<file path="config.mk">
export PLATFORM = sky130hd
export DESIGN_NAME = can_bridge_forwarding_supervisor_core
export DESIGN_NICKNAME = d
export VERILOG_FILES = /design/src/rtl/core/cbfs_pkg.sv /design/src/rtl/core/cbfs_front.sv /design/src/rtl/core/cbfs_queue.sv /design/src/rtl/core/cbfs_back.sv /design/src/rtl/core/can_bridge_forwarding_supervisor_core.sv
export SDC_FILE = /design/constraint.sdc
export NUM_CORES = 1
export LEC_CHECK = 0
export BUFFER_PORTS_ARGS = -buffer_cell sky130_fd_sc_hd__buf_2
export CORE_UTILIZATION = 50
export DETAILED_ROUTE_END_ITERATION = 6
export PLACE_DENSITY_LB_ADDON = 0.25
export SYNTH_ARGS = -nofsm -noshare
export SYNTH_HDL_FRONTEND = slang
export SYNTH_HIERARCHICAL = 1
export SYNTH_SLANG_ARGS = --single-unit
</file>
<file path="constraint.sdc">
create_clock -name clk -period 32.5 [get_ports clk]
set_input_delay 4.875 -clock clk [delete_from_list [all_inputs] [get_ports clk]]
set_output_delay 4.875 -clock clk [all_outputs]
set_load 0.01 [all_outputs]
</file>
<file path="src/rtl/core/cbfs_pkg.sv">
`default_nettype none

package cbfs_pkg;

  localparam int CFG_ADDR_W = 3;
  localparam int CFG_DATA_W = 29;
  localparam int ACTION_W   = 3;
  localparam int DEST_W     = 2;
  localparam int ID_W       = 29;
  localparam int RES_MAX    = 3;
  localparam int QDEPTH     = 2;

  // Register indexes on the configuration port
  localparam logic [CFG_ADDR_W-1:0] CFG_BUS_READY    = 3'd0;
  localparam logic [CFG_ADDR_W-1:0] CFG_LINK_TIMEOUT = 3'd1;
  localparam logic [CFG_ADDR_W-1:0] CFG_PREP_TIMEOUT = 3'd2;
  localparam logic [CFG_ADDR_W-1:0] CFG_KEEPALIVE    = 3'd3;
  localparam logic [CFG_ADDR_W-1:0] CFG_BLOCKED_A    = 3'd4;
  localparam logic [CFG_ADDR_W-1:0] CFG_BLOCKED_B    = 3'd5;

  // Input actions
  localparam logic [ACTION_W-1:0] ACT_PEER_PKT  = 3'd0;
  localparam logic [ACTION_W-1:0] ACT_CAR_FRAME = 3'd1;
  localparam logic [ACTION_W-1:0] ACT_LINK_ERR  = 3'd2;
  localparam logic [ACTION_W-1:0] ACT_CAN_ALERT = 3'd3;
  localparam logic [ACTION_W-1:0] ACT_TICK      = 3'd4;

  // Peer packet types
  localparam logic [3:0] PKT_HELLO     = 4'd0;
  localparam logic [3:0] PKT_KEEPALIVE = 4'd1;
  localparam logic [3:0] PKT_PREPARE   = 4'd2;
  localparam logic [3:0] PKT_ACTIVE    = 4'd3;
  localparam logic [3:0] PKT_BYPASS    = 4'd4;
  localparam logic [3:0] PKT_FRAME     = 4'd5;
  localparam logic [3:0] PKT_FAULT     = 4'd6;
  localparam logic [3:0] PKT_READY     = 4'd7;
  localparam logic [3:0] PKT_STOPPED   = 4'd8;
  localparam logic [3:0] PKT_NONE      = 4'd0;

  localparam logic [3:0] MAX_DLC = 4'd8;

  // Result destinations
  localparam logic [DEST_W-1:0] DST_PEER_CTRL  = 2'd0;
  localparam logic [DEST_W-1:0] DST_PEER_FRAME = 2'd1;
  localparam logic [DEST_W-1:0] DST_CAR_TX     = 2'd2;
  localparam logic [DEST_W-1:0] DST_RECOVERY   = 2'd3;

  typedef enum logic [1:0] {
    M_BYPASS   = 2'd0,
    M_PREPARED = 2'd1,
    M_ACTIVE   = 2'd2,
    M_FAULT    = 2'd3
  } mode_t;

  typedef struct packed {
    logic [5:0]  pad;
    logic        rx_overrun;
    logic        bus_off;
    logic        downstream_ok;
    logic [63:0] payload;
    logic [3:0]  length;
    logic        remote;
    logic        extended;
    logic [ID_W-1:0] identifier;
    logic [15:0] sequence_req;
    logic [3:0]  pkt_type;
  } in_data_t;

  typedef struct packed {
    logic [4:0]  pad;
    logic [1:0]  mode_now;
    logic        flag_active;
    logic        flag_ready;
    logic [63:0] out_payload;
    logic [3:0]  out_length;
    logic        out_remote;
    logic        out_extended;
    logic [ID_W-1:0] out_identifier;
    logic [3:0]  msg_type;
  } out_data_t;

  typedef struct packed {
    logic [ID_W-1:0] identifier;
    logic            extended;
    logic            remote;
    logic [3:0]      length;
    logic [63:0]     payload;
  } frame_t;

  typedef struct packed {
    logic [DEST_W-1:0] dest;
    logic [3:0]        msg_type;
    logic              flag_ready;
    logic              flag_active;
    mode_t             mode_now;
  } desc_t;

  // One accepted item: up to three results; frame fields serve a lone frame result
  typedef struct packed {
    logic [1:0]                cnt;
    desc_t [RES_MAX-1:0]       desc;
    frame_t                    frame;
  } job_t;

  function automatic logic [63:0] byte_mask(input logic [3:0] len);
    logic [63:0] m;
    m = '0;
    for (int i = 0; i < 8; i++) begin
      m[8*i +: 8] = (len > 4'(i)) ? 8'hFF : 8'h00;
    end
    return m;
  endfunction

  function automatic desc_t ctl_desc(input logic [3:0] kind, input logic br,
                                     input mode_t m);
    desc_t d;
    d.dest        = DST_PEER_CTRL;
    d.msg_type    = kind;
    d.flag_ready  = br;
    d.flag_active = (m == M_ACTIVE);
    d.mode_now    = m;
    return d;
  endfunction

endpackage

`default_nettype wire

</file>
<file path="src/rtl/core/cbfs_front.sv">
`default_nettype none

module cbfs_front (
  input  logic                              clk,
  input  logic                              rst_n,
  input  logic                              cfg_we,
  input  logic [cbfs_pkg::CFG_ADDR_W-1:0]   cfg_addr,
  input  logic [cbfs_pkg::CFG_DATA_W-1:0]   cfg_wdata,
  input  logic                              in_valid,
  output logic                              in_ready,
  input  logic [cbfs_pkg::ACTION_W-1:0]     in_action,
  input  cbfs_pkg::in_data_t                in_data,
  input  logic                              q_full,
  output logic                              q_push,
  output cbfs_pkg::job_t                    q_job
);
  import cbfs_pkg::*;

  logic            bus_ready_r;
  logic [15:0]     link_to_r;
  logic [15:0]     prep_to_r;
  logic [15:0]     keep_period_r;
  logic [ID_W-1:0] blocked_a_r;
  logic [ID_W-1:0] blocked_b_r;

  mode_t       mode_r, mode_nxt;
  logic        peer_heard_r, peer_heard_nxt;
  logic        seq_seen_r, seq_seen_nxt;
  logic [15:0] seq_last_r, seq_last_nxt;
  logic [31:0] time_r, time_nxt;
  logic [31:0] peer_last_r, peer_last_nxt;
  logic [31:0] prep_at_r, prep_at_nxt;
  logic [31:0] keep_at_r, keep_at_nxt;

  logic        accept;
  logic        fwd;
  logic        seq_ok;
  logic        blocked;
  logic        tx_refused;
  logic [31:0] time_inc;
  logic [31:0] link_gap;
  logic [31:0] prep_gap_tick;
  logic [31:0] keep_gap;
  logic [31:0] prep_gap_now;

  logic [1:0]               n_v;
  desc_t [RES_MAX-1:0]      desc_v;
  frame_t                   frame_v;

  assign in_ready = !q_full;
  assign accept   = in_valid && in_ready;
  assign fwd      = (mode_r == M_PREPARED) || (mode_r == M_ACTIVE);

  assign seq_ok = !seq_seen_r || (in_data.sequence_req == seq_last_r + 16'd1);
  assign blocked = (in_data.identifier == blocked_a_r) ||
                   (in_data.identifier == blocked_b_r);
  assign tx_refused = !bus_ready_r || (in_data.length > MAX_DLC) || !in_data.downstream_ok;

  assign time_inc      = time_r + 32'd1;
  assign link_gap      = time_inc - peer_last_r;
  assign prep_gap_tick = time_inc - prep_at_r;
  assign keep_gap      = time_inc - keep_at_r;
  assign prep_gap_now  = time_r - prep_at_r;

  always_comb begin
    mode_nxt       = mode_r;
    peer_heard_nxt = peer_heard_r;
    seq_seen_nxt   = seq_seen_r;
    seq_last_nxt   = seq_last_r;
    time_nxt       = time_r;
    peer_last_nxt  = peer_last_r;
    prep_at_nxt    = prep_at_r;
    keep_at_nxt    = keep_at_r;
    n_v            = '0;
    desc_v         = '0;
    frame_v        = '0;
    if (accept) begin
      unique case (in_action)
        ACT_PEER_PKT: begin
          seq_seen_nxt   = 1'b1;
          seq_last_nxt   = in_data.sequence_req;
          peer_heard_nxt = 1'b1;
          peer_last_nxt  = time_r;
          if (!seq_ok && fwd) begin
            mode_nxt  = M_FAULT;
            desc_v[0] = ctl_desc(PKT_FAULT, bus_ready_r, M_FAULT);
            n_v       = 2'd1;
          end else begin
            unique case (in_data.pkt_type)
              PKT_PREPARE: begin
                if (mode_r != M_BYPASS || !bus_ready_r) begin
                  mode_nxt  = M_FAULT;
                  desc_v[0] = ctl_desc(PKT_FAULT, bus_ready_r, M_FAULT);
                end else begin
                  mode_nxt    = M_PREPARED;
                  prep_at_nxt = time_r;
                  desc_v[0]   = ctl_desc(PKT_READY, bus_ready_r, M_PREPARED);
                end
                n_v = 2'd1;
              end
              PKT_ACTIVE: begin
                if (mode_r != M_PREPARED || prep_gap_now > {16'd0, prep_to_r}) begin
                  mode_nxt  = M_FAULT;
                  desc_v[0] = ctl_desc(PKT_FAULT, bus_ready_r, M_FAULT);
                  n_v       = 2'd1;
                end else begin
                  mode_nxt = M_ACTIVE;
                end
              end
              PKT_BYPASS: begin
                mode_nxt  = (mode_r == M_FAULT) ? M_FAULT : M_BYPASS;
                desc_v[0] = ctl_desc(PKT_STOPPED, bus_ready_r, mode_nxt);
                n_v       = 2'd1;
              end
              PKT_FRAME: begin
                if (mode_r == M_ACTIVE) begin
                  if (blocked || tx_refused) begin
                    mode_nxt  = M_FAULT;
                    desc_v[0] = ctl_desc(PKT_FAULT, bus_ready_r, M_FAULT);
                  end else begin
                    desc_v[0].dest     = DST_CAR_TX;
                    desc_v[0].msg_type = PKT_NONE;
                    desc_v[0].mode_now = mode_r;
                    frame_v.identifier = in_data.identifier;
                    frame_v.extended   = in_data.extended;
                    frame_v.remote     = in_data.remote;
                    frame_v.length     = in_data.length;
                    frame_v.payload    = in_data.remote ? 64'd0 :
                                         (in_data.payload & byte_mask(in_data.length));
                  end
                  n_v = 2'd1;
                end
              end
              PKT_FAULT, PKT_READY, PKT_STOPPED: begin
                mode_nxt  = M_FAULT;
                desc_v[0] = ctl_desc(PKT_FAULT, bus_ready_r, M_FAULT);
                n_v       = 2'd1;
              end
              default: begin
                // hello, keepalive and unknown types only refresh link timing and sequence tracking
              end
            endcase
          end
        end
        ACT_CAR_FRAME: begin
          if (in_data.downstream_ok) begin
            desc_v[0].dest        = DST_PEER_FRAME;
            desc_v[0].msg_type    = PKT_FRAME;
            desc_v[0].flag_ready  = bus_ready_r;
            desc_v[0].flag_active = (mode_r == M_ACTIVE);
            desc_v[0].mode_now    = mode_r;
            frame_v.identifier    = in_data.identifier;
            frame_v.extended      = in_data.extended;
            frame_v.remote        = in_data.remote;
            frame_v.length        = in_data.length;
            frame_v.payload       = in_data.payload & byte_mask(in_data.length);
            n_v                   = 2'd1;
          end else if (mode_r == M_ACTIVE) begin
            mode_nxt  = M_FAULT;
            desc_v[0] = ctl_desc(PKT_FAULT, bus_ready_r, M_FAULT);
            n_v       = 2'd1;
          end
        end
        ACT_LINK_ERR: begin
          if (fwd) begin
            mode_nxt  = M_FAULT;
            desc_v[0] = ctl_desc(PKT_FAULT, bus_ready_r, M_FAULT);
            n_v       = 2'd1;
          end
        end
        ACT_CAN_ALERT: begin
          if (in_data.bus_off) begin
            mode_nxt           = M_FAULT;
            desc_v[0]          = ctl_desc(PKT_FAULT, bus_ready_r, M_FAULT);
            desc_v[1].dest     = DST_RECOVERY;
            desc_v[1].mode_now = M_FAULT;
            n_v                = 2'd2;
          end
          if (in_data.rx_overrun) begin
            mode_nxt      = M_FAULT;
            desc_v[n_v]   = ctl_desc(PKT_FAULT, bus_ready_r, M_FAULT);
            n_v           = n_v + 2'd1;
          end
        end
        ACT_TICK: begin
          time_nxt = time_inc;
          // link loss first; once in fault the prepare timeout cannot fire
          if (fwd && (!peer_heard_r || link_gap > {16'd0, link_to_r})) begin
            mode_nxt  = M_FAULT;
            desc_v[0] = ctl_desc(PKT_FAULT, bus_ready_r, M_FAULT);
            n_v       = 2'd1;
          end else if (mode_r == M_PREPARED && prep_gap_tick > {16'd0, prep_to_r}) begin
            mode_nxt  = M_FAULT;
            desc_v[0] = ctl_desc(PKT_FAULT, bus_ready_r, M_FAULT);
            n_v       = 2'd1;
          end
          if (keep_gap >= {16'd0, keep_period_r}) begin
            desc_v[n_v] = ctl_desc(PKT_KEEPALIVE, bus_ready_r, mode_nxt);
            n_v         = n_v + 2'd1;
            keep_at_nxt = time_inc;
          end
        end
        default: begin
          // unused actions: drop
        end
      endcase
    end
  end

  assign q_push      = accept && (n_v != 2'd0);
  assign q_job.cnt   = n_v;
  assign q_job.desc  = desc_v;
  assign q_job.frame = frame_v;

  always_ff @(posedge clk) begin
    if (!rst_n) begin
      bus_ready_r   <= 1'b0;
      link_to_r     <= 16'd100;
      prep_to_r     <= 16'd1000;
      keep_period_r <= 16'd50;
      blocked_a_r   <= ID_W'(1010);
      blocked_b_r   <= ID_W'(1294);
    end else if (cfg_we) begin
      unique case (cfg_addr)
        CFG_BUS_READY:    bus_ready_r   <= cfg_wdata[0];
        CFG_LINK_TIMEOUT: link_to_r     <= cfg_wdata[15:0];
        CFG_PREP_TIMEOUT: prep_to_r     <= cfg_wdata[15:0];
        CFG_KEEPALIVE:    keep_period_r <= cfg_wdata[15:0];
        CFG_BLOCKED_A:    blocked_a_r   <= cfg_wdata[ID_W-1:0];
        CFG_BLOCKED_B:    blocked_b_r   <= cfg_wdata[ID_W-1:0];
        default: begin
        end
      endcase
    end
  end

  always_ff @(posedge clk) begin
    if (!rst_n) begin
      mode_r       <= M_BYPASS;
      peer_heard_r <= 1'b0;
      seq_seen_r   <= 1'b0;
      seq_last_r   <= 16'd0;
      time_r       <= 32'd0;
      peer_last_r  <= 32'd0;
      prep_at_r    <= 32'd0;
      keep_at_r    <= 32'd0;
    end else begin
      mode_r       <= mode_nxt;
      peer_heard_r <= peer_heard_nxt;
      seq_seen_r   <= seq_seen_nxt;
      seq_last_r   <= seq_last_nxt;
      time_r       <= time_nxt;
      peer_last_r  <= peer_last_nxt;
      prep_at_r    <= prep_at_nxt;
      keep_at_r    <= keep_at_nxt;
    end
  end

`ifndef ASSERT_OFF
  a_fault_sticky: assert property (@(posedge clk) disable iff (!rst_n)
    (mode_r == M_FAULT) |=> (mode_r == M_FAULT))
    else $error("fault mode left without reset");

  a_active_needs_peer: assert property (@(posedge clk) disable iff (!rst_n)
    (mode_r == M_ACTIVE) |-> (peer_heard_r && seq_seen_r))
    else $error("active mode without any peer packet seen");
`endif

endmodule

`default_nettype wire

</file>
<file path="src/rtl/core/cbfs_queue.sv">
`default_nettype none

module cbfs_queue (
  input  logic            clk,
  input  logic            rst_n,
  input  logic            push,
  input  cbfs_pkg::job_t  push_job,
  output logic            full,
  input  logic            pop,
  output logic            head_valid,
  output cbfs_pkg::job_t  head_job
);
  import cbfs_pkg::*;

  localparam int PTR_W = (QDEPTH > 1) ? $clog2(QDEPTH) : 1;
  localparam int CNT_W = $clog2(QDEPTH + 1);

  job_t             mem_r [QDEPTH];
  logic [PTR_W-1:0] wr_ptr_r, wr_ptr_nxt;
  logic [PTR_W-1:0] rd_ptr_r, rd_ptr_nxt;
  logic [CNT_W-1:0] cnt_r, cnt_nxt;
  logic             do_push;
  logic             do_pop;

  assign full       = (cnt_r == CNT_W'(QDEPTH));
  assign head_valid = (cnt_r != '0);
  assign head_job   = mem_r[rd_ptr_r];
  assign do_push    = push && !full;
  assign do_pop     = pop && head_valid;

  always_comb begin
    wr_ptr_nxt = wr_ptr_r;
    rd_ptr_nxt = rd_ptr_r;
    cnt_nxt    = cnt_r;
    if (do_push) begin
      wr_ptr_nxt = (wr_ptr_r == PTR_W'(QDEPTH - 1)) ? '0 : wr_ptr_r + 1'b1;
    end
    if (do_pop) begin
      rd_ptr_nxt = (rd_ptr_r == PTR_W'(QDEPTH - 1)) ? '0 : rd_ptr_r + 1'b1;
    end
    if (do_push && !do_pop) begin
      cnt_nxt = cnt_r + 1'b1;
    end else if (do_pop && !do_push) begin
      cnt_nxt = cnt_r - 1'b1;
    end
  end

  always_ff @(posedge clk) begin
    if (do_push) begin
      mem_r[wr_ptr_r] <= push_job;
    end
  end

  always_ff @(posedge clk) begin
    if (!rst_n) begin
      wr_ptr_r <= '0;
      rd_ptr_r <= '0;
      cnt_r    <= '0;
    end else begin
      wr_ptr_r <= wr_ptr_nxt;
      rd_ptr_r <= rd_ptr_nxt;
      cnt_r    <= cnt_nxt;
    end
  end

`ifndef ASSERT_OFF
  a_no_push_when_full: assert property (@(posedge clk) disable iff (!rst_n)
    !(push && full))
    else $error("item pushed into full queue");
`endif

endmodule

`default_nettype wire

</file>
<file path="src/rtl/core/cbfs_back.sv">
`default_nettype none

module cbfs_back (
  input  logic                           clk,
  input  logic                           rst_n,
  input  logic                           q_valid,
  input  cbfs_pkg::job_t                 q_job,
  output logic                           q_pop,
  output logic                           out_tvalid,
  input  logic                           out_tready,
  output logic [$bits(cbfs_pkg::out_data_t)-1:0] out_tdata,
  output logic [cbfs_pkg::DEST_W-1:0]    out_tuser,
  output logic                           out_tlast
);
  import cbfs_pkg::*;

  logic              out_valid_r, out_valid_nxt;
  logic [1:0]        idx_r, idx_nxt;
  out_data_t         out_data_r;
  logic [DEST_W-1:0] out_dest_r;
  logic              out_last_r;
  logic              load;
  logic              last_v;
  desc_t             cur;

  assign cur    = q_job.desc[idx_r];
  assign load   = q_valid && (!out_valid_r || out_tready);
  assign last_v = (idx_r == q_job.cnt - 2'd1);
  assign q_pop  = load && last_v;

  always_comb begin
    out_valid_nxt = out_valid_r;
    idx_nxt       = idx_r;
    if (load) begin
      out_valid_nxt = 1'b1;
      idx_nxt       = last_v ? 2'd0 : idx_r + 2'd1;
    end else if (out_tready) begin
      out_valid_nxt = 1'b0;
    end
  end

  always_ff @(posedge clk) begin
    if (!rst_n) begin
      out_valid_r <= 1'b0;
      idx_r       <= 2'd0;
    end else begin
      out_valid_r <= out_valid_nxt;
      idx_r       <= idx_nxt;
    end
  end

  // Frame fields are zero in every job that carries more than one result
  always_ff @(posedge clk) begin
    if (load) begin
      out_data_r.pad            <= '0;
      out_data_r.mode_now       <= cur.mode_now;
      out_data_r.flag_active    <= cur.flag_active;
      out_data_r.flag_ready     <= cur.flag_ready;
      out_data_r.out_payload    <= q_job.frame.payload;
      out_data_r.out_length     <= q_job.frame.length;
      out_data_r.out_remote     <= q_job.frame.remote;
      out_data_r.out_extended   <= q_job.frame.extended;
      out_data_r.out_identifier <= q_job.frame.identifier;
      out_data_r.msg_type       <= cur.msg_type;
      out_dest_r                <= cur.dest;
      out_last_r                <= last_v;
    end
  end

  assign out_tvalid = out_valid_r;
  assign out_tdata  = out_data_r;
  assign out_tuser  = out_dest_r;
  assign out_tlast  = out_last_r;

`ifndef ASSERT_OFF
  a_pop_marks_last: assert property (@(posedge clk) disable iff (!rst_n)
    q_pop |=> (out_valid_r && out_last_r))
    else $error("job retired without a final result");
`endif

endmodule

`default_nettype wire

</file>
<file path="src/rtl/core/can_bridge_forwarding_supervisor_core.sv">
`default_nettype none

// CAN forwarding supervisor between a peer link and a car bus.
// Input channel in_*: one event per item; in_tuser holds the action (peer
// packet, car frame, link decode error, CAN alert, millisecond tick) and
// in_tdata the packet and frame fields. Result channel out_*: control
// packets, forwarded frames, car transmits and bus-recovery requests;
// out_tuser holds the destination and out_tlast marks the final result of
// an input item. Items that cause no result give nothing on out_*.
// Configuration: cfg_we writes register cfg_addr from cfg_wdata; the user
// must write only while the block is idle, which the block does not enforce.
// The first result of an item passes the job queue and then the output
// register. Throughput: an item is accepted every cycle while the
// two-entry job queue has room; the output register hands out one result
// a cycle while out_tready is high, and an item carries one to three
// results.
// Reset (rst_n low, synchronous) returns to bypass mode with default
// registers, clears time and sequence tracking and empties the queue.
// A stalled receiver holds the current result; the queue then fills and
// in_tready drops until results are taken.
module can_bridge_forwarding_supervisor_core (
  input  logic        clk,
  input  logic        rst_n,
  input  logic        cfg_we,
  input  logic [cbfs_pkg::CFG_ADDR_W-1:0] cfg_addr,
  input  logic [cbfs_pkg::CFG_DATA_W-1:0] cfg_wdata,
  input  logic        in_tvalid,
  output logic        in_tready,
  // pkt_type, sequence_req, identifier, extended, remote, length, payload,
  // downstream_ok, bus_off, rx_overrun, zero fill
  input  logic [$bits(cbfs_pkg::in_data_t)-1:0] in_tdata,
  // action
  input  logic [cbfs_pkg::ACTION_W-1:0] in_tuser,
  output logic        out_tvalid,
  input  logic        out_tready,
  // msg_type, out_identifier, out_extended, out_remote, out_length,
  // out_payload, flag_ready, flag_active, mode_now, zero fill
  output logic [$bits(cbfs_pkg::out_data_t)-1:0] out_tdata,
  // dest
  output logic [cbfs_pkg::DEST_W-1:0] out_tuser,
  output logic        out_tlast
);
  import cbfs_pkg::*;

  logic q_full;
  logic q_push;
  logic q_pop;
  logic q_valid;
  job_t push_job;
  job_t head_job;

  cbfs_front u_front (
    .clk       (clk),
    .rst_n     (rst_n),
    .cfg_we    (cfg_we),
    .cfg_addr  (cfg_addr),
    .cfg_wdata (cfg_wdata),
    .in_valid  (in_tvalid),
    .in_ready  (in_tready),
    .in_action (in_tuser),
    .in_data   (in_data_t'(in_tdata)),
    .q_full    (q_full),
    .q_push    (q_push),
    .q_job     (push_job)
  );

  cbfs_queue u_queue (
    .clk        (clk),
    .rst_n      (rst_n),
    .push       (q_push),
    .push_job   (push_job),
    .full       (q_full),
    .pop        (q_pop),
    .head_valid (q_valid),
    .head_job   (head_job)
  );

  cbfs_back u_back (
    .clk        (clk),
    .rst_n      (rst_n),
    .q_valid    (q_valid),
    .q_job      (head_job),
    .q_pop      (q_pop),
    .out_tvalid (out_tvalid),
    .out_tready (out_tready),
    .out_tdata  (out_tdata),
    .out_tuser  (out_tuser),
    .out_tlast  (out_tlast)
  );

endmodule

`default_nettype wire
</file>
==> summary.txt, run 1 <==
Worst setup path
  • Critical path class: flop to flop
  • Buffers & Inverters on Critical Path: 3
  • Crit path DAT: 10440 ps
  • R2r startpoint: u_front/time_r[0]
  • Slowest CP cell: nor3_1
  • Crit path capture type: flop
  • CP Max Fanout: 71
  • Kind of cell adding the most delay to the critical path: simple AND/OR/NAND/NOR gates
  • Worst path required time: 32740 ps
  • Critical path startpoint category: flop
  • CP startpoint: u_front/time_r[0]
  • CP max stage delay: 800 ps
  • Critical path's most frequent cell: ha_1

Logic synthesis
  • Cell taking the most area after synthesis: edfxtp_1
  • Count leader, synth: nand2_1
  • EDFF count, synth: 372
  • Unique masters post-synth: 95
  • Post-synth design cell area: 35280 um^2
  • Most frequent cells after synthesis: nand2_1 (554), edfxtp_1 (372), a21oi_1 (349)
  • Post-synthesis sequential area ratio: 46.53%
  • Post-synthesis async set-or-reset flop share: 0%
  • Syn Inst Count: 3606
  • Yosys warnings: 6
  • Syn_area_per_cell: 9.784 um^2
  • Top FF cell, synth: edfxtp_1
  • Top cells by area, synth: edfxtp_1 (32%), dfxtp_1 (15%), ha_1 (7.0%)
  • #FFs+latches synth: 634
  • Top-area cell type share of the netlist area: 31.66%

Placement
  • I/O Buffers: 273
  • Dpl cell area: 37170 um^2
  • Place WS: 22380 ps
  • Placed Instances: 4664
  • DPL Wire Length: 67260 um
  • RePlAce Congestion: 0.9000

Pwr
  • VDD IR max: 38.49 uV
  • Leakage power: 15.52 nW
  • Power Dens Cells: 45.71 nW/um^2
  • Total power: 1.798 mW

Detailed routing
  • DR DRC count: 0
  • Initial DRC Count: 1925
  • DR WL/cell: 19.02 um
  • Via count of the routed design: 26872
  • Via/cell ratio: 5.621
  • 1st-pass router iterations: 6
  • DRT antenna net count: 0
  • DRT Wirelength: 90950 um

STA
  • RSZ-0062 raised after global routing: no
  • Slew @ Worst Pin: 1251 ps
  • Slew margin rel.: 16.40%
  • Setup TNS: 0 ps
  • Count of final max-slew check failures: 0
  • Final hold slack: 452.0 ps
  • Post-route minimum period: 10200 ps
  • Final setup viols: 0
  • Fin worst setup slack: 22300 ps
  • Clock skew: 46.25 ps
  • Fin crit share: 31.38%
  • Max Freq: 98.06 MHz
  • Hold Violations, Final: 0

Floorplanning
  • Ports: 285
  • Die H: 267.6 um
  • Die Footprint: 71630 um^2
  • Initial Util: 50.47%
  • Row count: 97
  • Core area: 69910 um^2
  • Die W: 267.6 um

Clock tree
  • Clock sinks: 634
  • Clk slew on worst S/H paths: 60 ps
  • Root Driver: clkbuf_16
  • Post-CTS resize count: 0
  • Clk_lat worst skew: 640 ps
  • CTS max path bufs: 3
  • CTS tree: built
  • CTS Buf Count: 67
  • Setup Fix Bufs, Post-CTS: 0
  • H-tree depth: 3
  • CTS Hold Buffers Added: 0

Finish
  • Post-route insts no fill: 4781
  • Final #Nets: 4162
  • Final Cell Area: 39330 um^2
  • # fillers: 6159
  • Area grow syn2layout: 11.47%
  • Share of layout cells above drive strength 1: 14.64%
  • Final Core Density: 56.26%

Global route
  • Largest net degree at the start of global routing: 80
  • Vias in the first global route: 25480
  • GRT overflow: 0
  • Global-route wire length before repair: 140900 um
  • Initial antenna violation count: 3
  • GRT Total Usage: 25.14%

Job
  • Max_cap viols: 0

Min path
  • Min-Delay Path Class: flop to flop
  • Min-delay src: u_front/prep_at_r[19]

Outcome
  • Status: complete, no violations
## final cells by class
cell class / count / area [um^2] / share of cell area (%)
flip-flops and latches: 634 / 16420 / 41.75
diodes: 2 / 5.005 / 0.01273
inverters: 190 / 718.2 / 1.826
clock buffers: 84 / 1770 / 4.502
well taps: 940 / 1176 / 2.991
repair buffers: 294 / 1524 / 3.875
multi-input cells: 2606 / 17330 / 44.07
clock inverters: 31 / 381.6 / 0.9703
## power by group
group / total (mW) / switching [mW] / internal [mW] / leakage [nW]
clock network: 0.745 / 0.327 / 0.418 / 1.03
registers: 0.898 / 0.0104 / 0.888 / 5.64
logic: 0.154 / 0.0962 / 0.0580 / 8.85
total: 1.80 / 0.434 / 1.36 / 15.5
## logic make-up after synthesis
group | after synthesis | synth area share (%)
buffers and inverters | 378 | 4.589
flip-flops | 634 | 46.53
AO/OA/AOI/OAI | 765 | 13.24
XOR/XNOR | 220 | 5.461
adder cells (fa/ha/maj) | 201 | 7.213
other | 2 | 0.02129
multiplexers | 188 | 6.774
AND/OR/NAND/NOR | 1218 | 16.17
## layer usage
layer	vias to the layer above	share of wire [%]	track usage, %	wire (um)
met3	131	5.3	3.319	4812
li1	13163	-	-	-
met1	12836	45	34.07	40940
met4	2	2.3	6.996	2084
met2	740	47	42.00	43100
met5	-	0.014	0	13
## state kept, by name, indices dropped and copies added, names as in the netlist, 16 cells and up, named ones only
| register | cells |
|---|---|
| u_front/peer_last_r | 32 |
| u_front/keep_period_r | 16 |
| u_front/keep_at_r | 32 |
| u_queue/mem_r | 262 |
| u_front/link_to_r | 16 |
| u_front/prep_at_r | 32 |
| u_front/time_r | 32 |
| u_front/blocked_b_r | 29 |
| u_front/seq_last_r | 16 |
| u_front/blocked_a_r | 29 |
| u_front/prep_to_r | 16 |
| u_back/out_tdata | 107 |
## placed cells by master (no fill, tap or decap), types with 96 or more instances in the layout
| master | n |
|---|---|
| nand2_1 | 553 |
| edfxtp_1 | 372 |
| a21oi_1 | 349 |
| buf_2 | 273 |
| dfxtp_1 | 261 |
| ha_1 | 197 |
| inv_1 | 189 |
| nor2_1 | 188 |
| xnor2_1 | 124 |
| o21ai_0 | 118 |
| and2_1 | 115 |
| xor2_1 | 96 |
## worst reg2reg max path: cells and delay by family, from the launching register on
family | cells | cell delay [ps]
simple gates | 12 | 3220
compound gates | 10 | 2320
buf+inv | 3 | 1790
fa+ha+maj | 3 | 1040
xor+xnor | 2 | 830
flops | 1 | 550
## worst paths after layout
path | to | slack, ps | cells after the start
worst max register to register | u_queue/mem_r[0][80] | 22300 | 30
worst min-delay path | u_front/prep_at_r[19] | 450 | 2
worst max-delay path | u_queue/mem_r[0][80] | 22300 | 30
worst min register to register | u_front/prep_at_r[19] | 450 | 2
Power figures use the tool's default switching activity.
==> run 2, diff against run 1 <==
ABC_AREA = 1   (was unset)
clock period = 10.3 ns   (was 32.5 ns; I/O delays follow)
==> run 2 against run 1 <==
  * Non-clock buffer count down 3
  * Synthesized cell count up 32%
  * Sequential power rose to 3.4 times the previous value
  * Cell area up 7.7%
  * Worst setup slack worse by 20000 ps
  * Clock skew down 3.1 ps
  * Die area up 7.3%
  * Global-route usage up 1.7 points
  * First-iteration DRC count up 31%
  * Via count up 16%
  * Combinational power rose to 13 times the previous value
  * Highest routed layer unchanged
==> summary.txt, run 2 <==
Finish
  • Final Cell Area: 42340 um^2 (was 39330 um^2)
  • Area grow syn2layout: 11.82% (was 11.47%)
  • Final Core Density: 56.68% (was 56.26%)
  • Max FFs per register: 262 (unchanged)
  • Final #Nets: 5399 (was 4162)
  • Share of layout cells above drive strength 1: 11.96% (was 14.64%)
  • Biggest register: u_queue/mem_r (unchanged)
  • Most frequent cells in the layout: nand2_1 (1187), inv_1 (758), nor2_1 (557) (was nand2_1 (553), edfxtp_1 (372), a21oi_1 (349))
  • Leading cell type in the layout, fill and taps excluded: nand2_1 (unchanged)

Clock tree
  • CTS Hold Buffers Added: 0 (unchanged)
  • Clk_lat worst skew: 630 ps (was 640 ps)
  • CTS tree: built (unchanged)
  • Clk slew on worst S/H paths: 70 ps (was 60 ps)
  • H-tree depth: 3 (unchanged)
  • Post-CTS resize count: 0 (unchanged)
  • CTS max path bufs: 3 (unchanged)
  • Clock sinks: 634 (unchanged)
  • Root Driver: clkbuf_16 (unchanged)
  • Setup Fix Bufs, Post-CTS: 0 (unchanged)
  • CTS Buf Count: 70 (was 67)

Floorplanning
  • Core area: 74700 um^2 (was 69910 um^2)
  • Die W: 277.2 um (was 267.6 um)
  • Initial Util: 50.69% (was 50.47%)
  • Die H: 277.2 um (was 267.6 um)
  • Row count: 100 (was 97)
  • Die Footprint: 76830 um^2 (was 71630 um^2)
  • Ports: 285 (unchanged)

Logic synthesis
  • Top cells by area, synth: edfxtp_1 (30%), dfxtp_1 (14%), nand2_1 (12%) (was edfxtp_1 (32%), dfxtp_1 (15%), ha_1 (7.0%))
  • Count leader, synth: nand2_1 (unchanged)
  • Most frequent cells after synthesis: nand2_1 (1189), inv_1 (759), nor2_1 (562) (was nand2_1 (554), edfxtp_1 (372), a21oi_1 (349))
  • Post-synth design cell area: 37860 um^2 (was 35280 um^2)
  • Top-area cell type share of the netlist area: 29.50% (was 31.66%)
  • Post-synthesis sequential area ratio: 43.36% (was 46.53%)
  • Top FF cell, synth: edfxtp_1 (unchanged)
  • Syn Inst Count: 4777 (was 3606)
  • Cell taking the most area after synthesis: edfxtp_1 (unchanged)
  • EDFF count, synth: 372 (unchanged)
  • Unique masters post-synth: 56 (was 95)
  • Syn_area_per_cell: 7.926 um^2 (was 9.784 um^2)
  • #FFs+latches synth: 634 (unchanged)
  • Post-synthesis async set-or-reset flop share: 0% (unchanged)
  • Yosys warnings: 6 (unchanged)

Placement
  • DPL Wire Length: 79920 um (was 67260 um)
  • RePlAce Congestion: 0.9356 (was 0.9000)
  • Dpl cell area: 40000 um^2 (was 37170 um^2)
  • I/O Buffers: 273 (unchanged)

Detailed routing
  • Initial DRC Count: 2528 (was 1925)
  • DR DRC count: 0 (unchanged)
  • Via/cell ratio: 5.143 (was 5.621)
  • DRT Wirelength: 104500 um (was 90950 um)
  • DR WL/cell: 17.25 um (was 19.02 um)
  • 1st-pass router iterations: 5 (was 6)
  • DRT antenna net count: 0 (unchanged)
  • Via count of the routed design: 31154 (was 26872)

Global route
  • Initial antenna violation count: 8 (was 3)
  • Vias in the first global route: 28868 (was 25480)
  • GRT Total Usage: 26.86% (was 25.14%)
  • Global-route wire length before repair: 162200 um (was 140900 um)
  • GRT overflow: 0 (unchanged)
  • Largest net degree at the start of global routing: 108 (was 80)

STA
  • Post-route minimum period: 8230 ps (was 10200 ps)
  • Max Freq: 121.5 MHz (was 98.06 MHz)
  • Hold Violations, Final: 0 (unchanged)
  • Final hold slack: 459.1 ps (was 452.0 ps)
  • Clock skew: 43.15 ps (was 46.25 ps)
  • Count of final max-slew check failures: 0 (unchanged)
  • Fin crit share: 79.90% (was 31.38%)
  • Slew margin rel.: 29.47% (was 16.40%)
  • Slew @ Worst Pin: 1057 ps (was 1251 ps)
  • Final setup viols: 0 (unchanged)
  • RSZ-0062 raised after global routing: no (unchanged)

Worst setup path
  • Critical path's most frequent cell: nand2_1 (was ha_1)
  • Critical path startpoint category: flop (unchanged)
  • CP max stage delay: 730 ps (was 800 ps)
  • Critical path class: flop to flop (unchanged)
  • Worst path required time: 10530 ps (was 32740 ps)
  • Crit path DAT: 8460 ps (was 10440 ps)
  • Slowest CP cell: nor2_4 (was nor3_1)
  • Crit path capture type: flop (unchanged)
  • CP Max Fanout: 87 (was 71)

Outcome
  • Status: complete, no violations (unchanged)

Min path
  • Min-Delay Path Class: flop to flop (unchanged)

Pwr
  • Power Dens Cells: 176.4 nW/um^2 (was 45.71 nW/um^2)
  • VDD IR max: 124.5 uV (was 38.49 uV)
  • Leakage power: 19.99 nW (was 15.52 nW)

Job
  • Max_cap viols: 0 (unchanged)
## run 2: cell types whose count changed after synthesis, sizes merged, moves of 97 or more
cell   change
nand2    +648
o21ai    +145
nor2     +380
xnor2     -97
and2     -113
inv      +581
nand3    +126
## run 2: area by class of cell
class	count	area [um^2]
fillers	6990	32360
multi-input cells	3260	17930
flip-flops and latches	634	16420
inverters	773	2904
clock buffers	92	1864
repair buffers	291	1533
well taps	969	1212
clock inverters	34	461.7
diodes	5	12.51
## run 2: report_power, final
| part | internal, mW | leakage, nW | switching [mW] |
|---|---|---|---|
| sequential | 2.93 | 5.50 | 0.0803 |
| clock | 1.47 | 1.12 | 1.06 |
| combinational | 0.660 | 13.4 | 1.27 |
| total | 5.06 | 20.0 | 2.41 |
## run 2: final timing paths
check | startpoint | end | slack [ps] | cells after the start
setup / recovery | u_front/time_r[0] | u_queue/mem_r[0][63] | 2070 | 38
hold / removal | u_front/keep_at_r[13] | u_front/keep_at_r[13] | 460 | 2
setup reg to reg | u_front/time_r[0] | u_queue/mem_r[0][63] | 2070 | 38
hold reg to reg | u_front/keep_at_r[13] | u_front/keep_at_r[13] | 460 | 2
## run 2: through the flow
step                      setup WS [ps]  setup TNS (ps)  cells  power [mW]
after floorplan                  -414.4         -108580   4789       4.411
after global placement             2340               0   5927       4.928
after detailed placement           2220               0   5927       4.956
after CTS                          2166               0   6053       7.492
after global routing               1326               0   6054       7.874
final                              2070               0   6058       7.468
## run 2: logic make-up (layout without fill, tap and decap cells)
family          after synthesis  in the layout  share of synthesized area (%)
compound gates              623            623                          8.830
xor+xnor                    143            143                          3.328
fa+ha+maj                   201            201                          6.722
buf+inv                     895           1190                          9.514
flops                       634            634                          43.36
mux                         131            131                          4.789
other cells                   2             19                        0.01984
simple gates               2148           2148                          23.44
## run 2: worst max-delay path: cells and delay by family, from the launching register on
kind | cells | cell delay (ps)
AO/OA/AOI/OAI | 2 | 500
flip-flops | 1 | 530
buffers and inverters | 5 | 740
AND/OR/NAND/NOR | 25 | 3920
XOR/XNOR | 2 | 750
adder cells (fa/ha/maj) | 4 | 1250
## run 2: routing by layer
| metal | vias up | track usage (%) | part of all wire (%) |
|---|---|---|---|
| met5 | - | 0 | 0.069 |
| met4 | 12 | 8.219 | 2.8 |
| met3 | 160 | 3.678 | 5.9 |
| met2 | 875 | 45.34 | 47 |
| met1 | 14229 | 35.67 | 44 |
| li1 | 15878 | - | - |
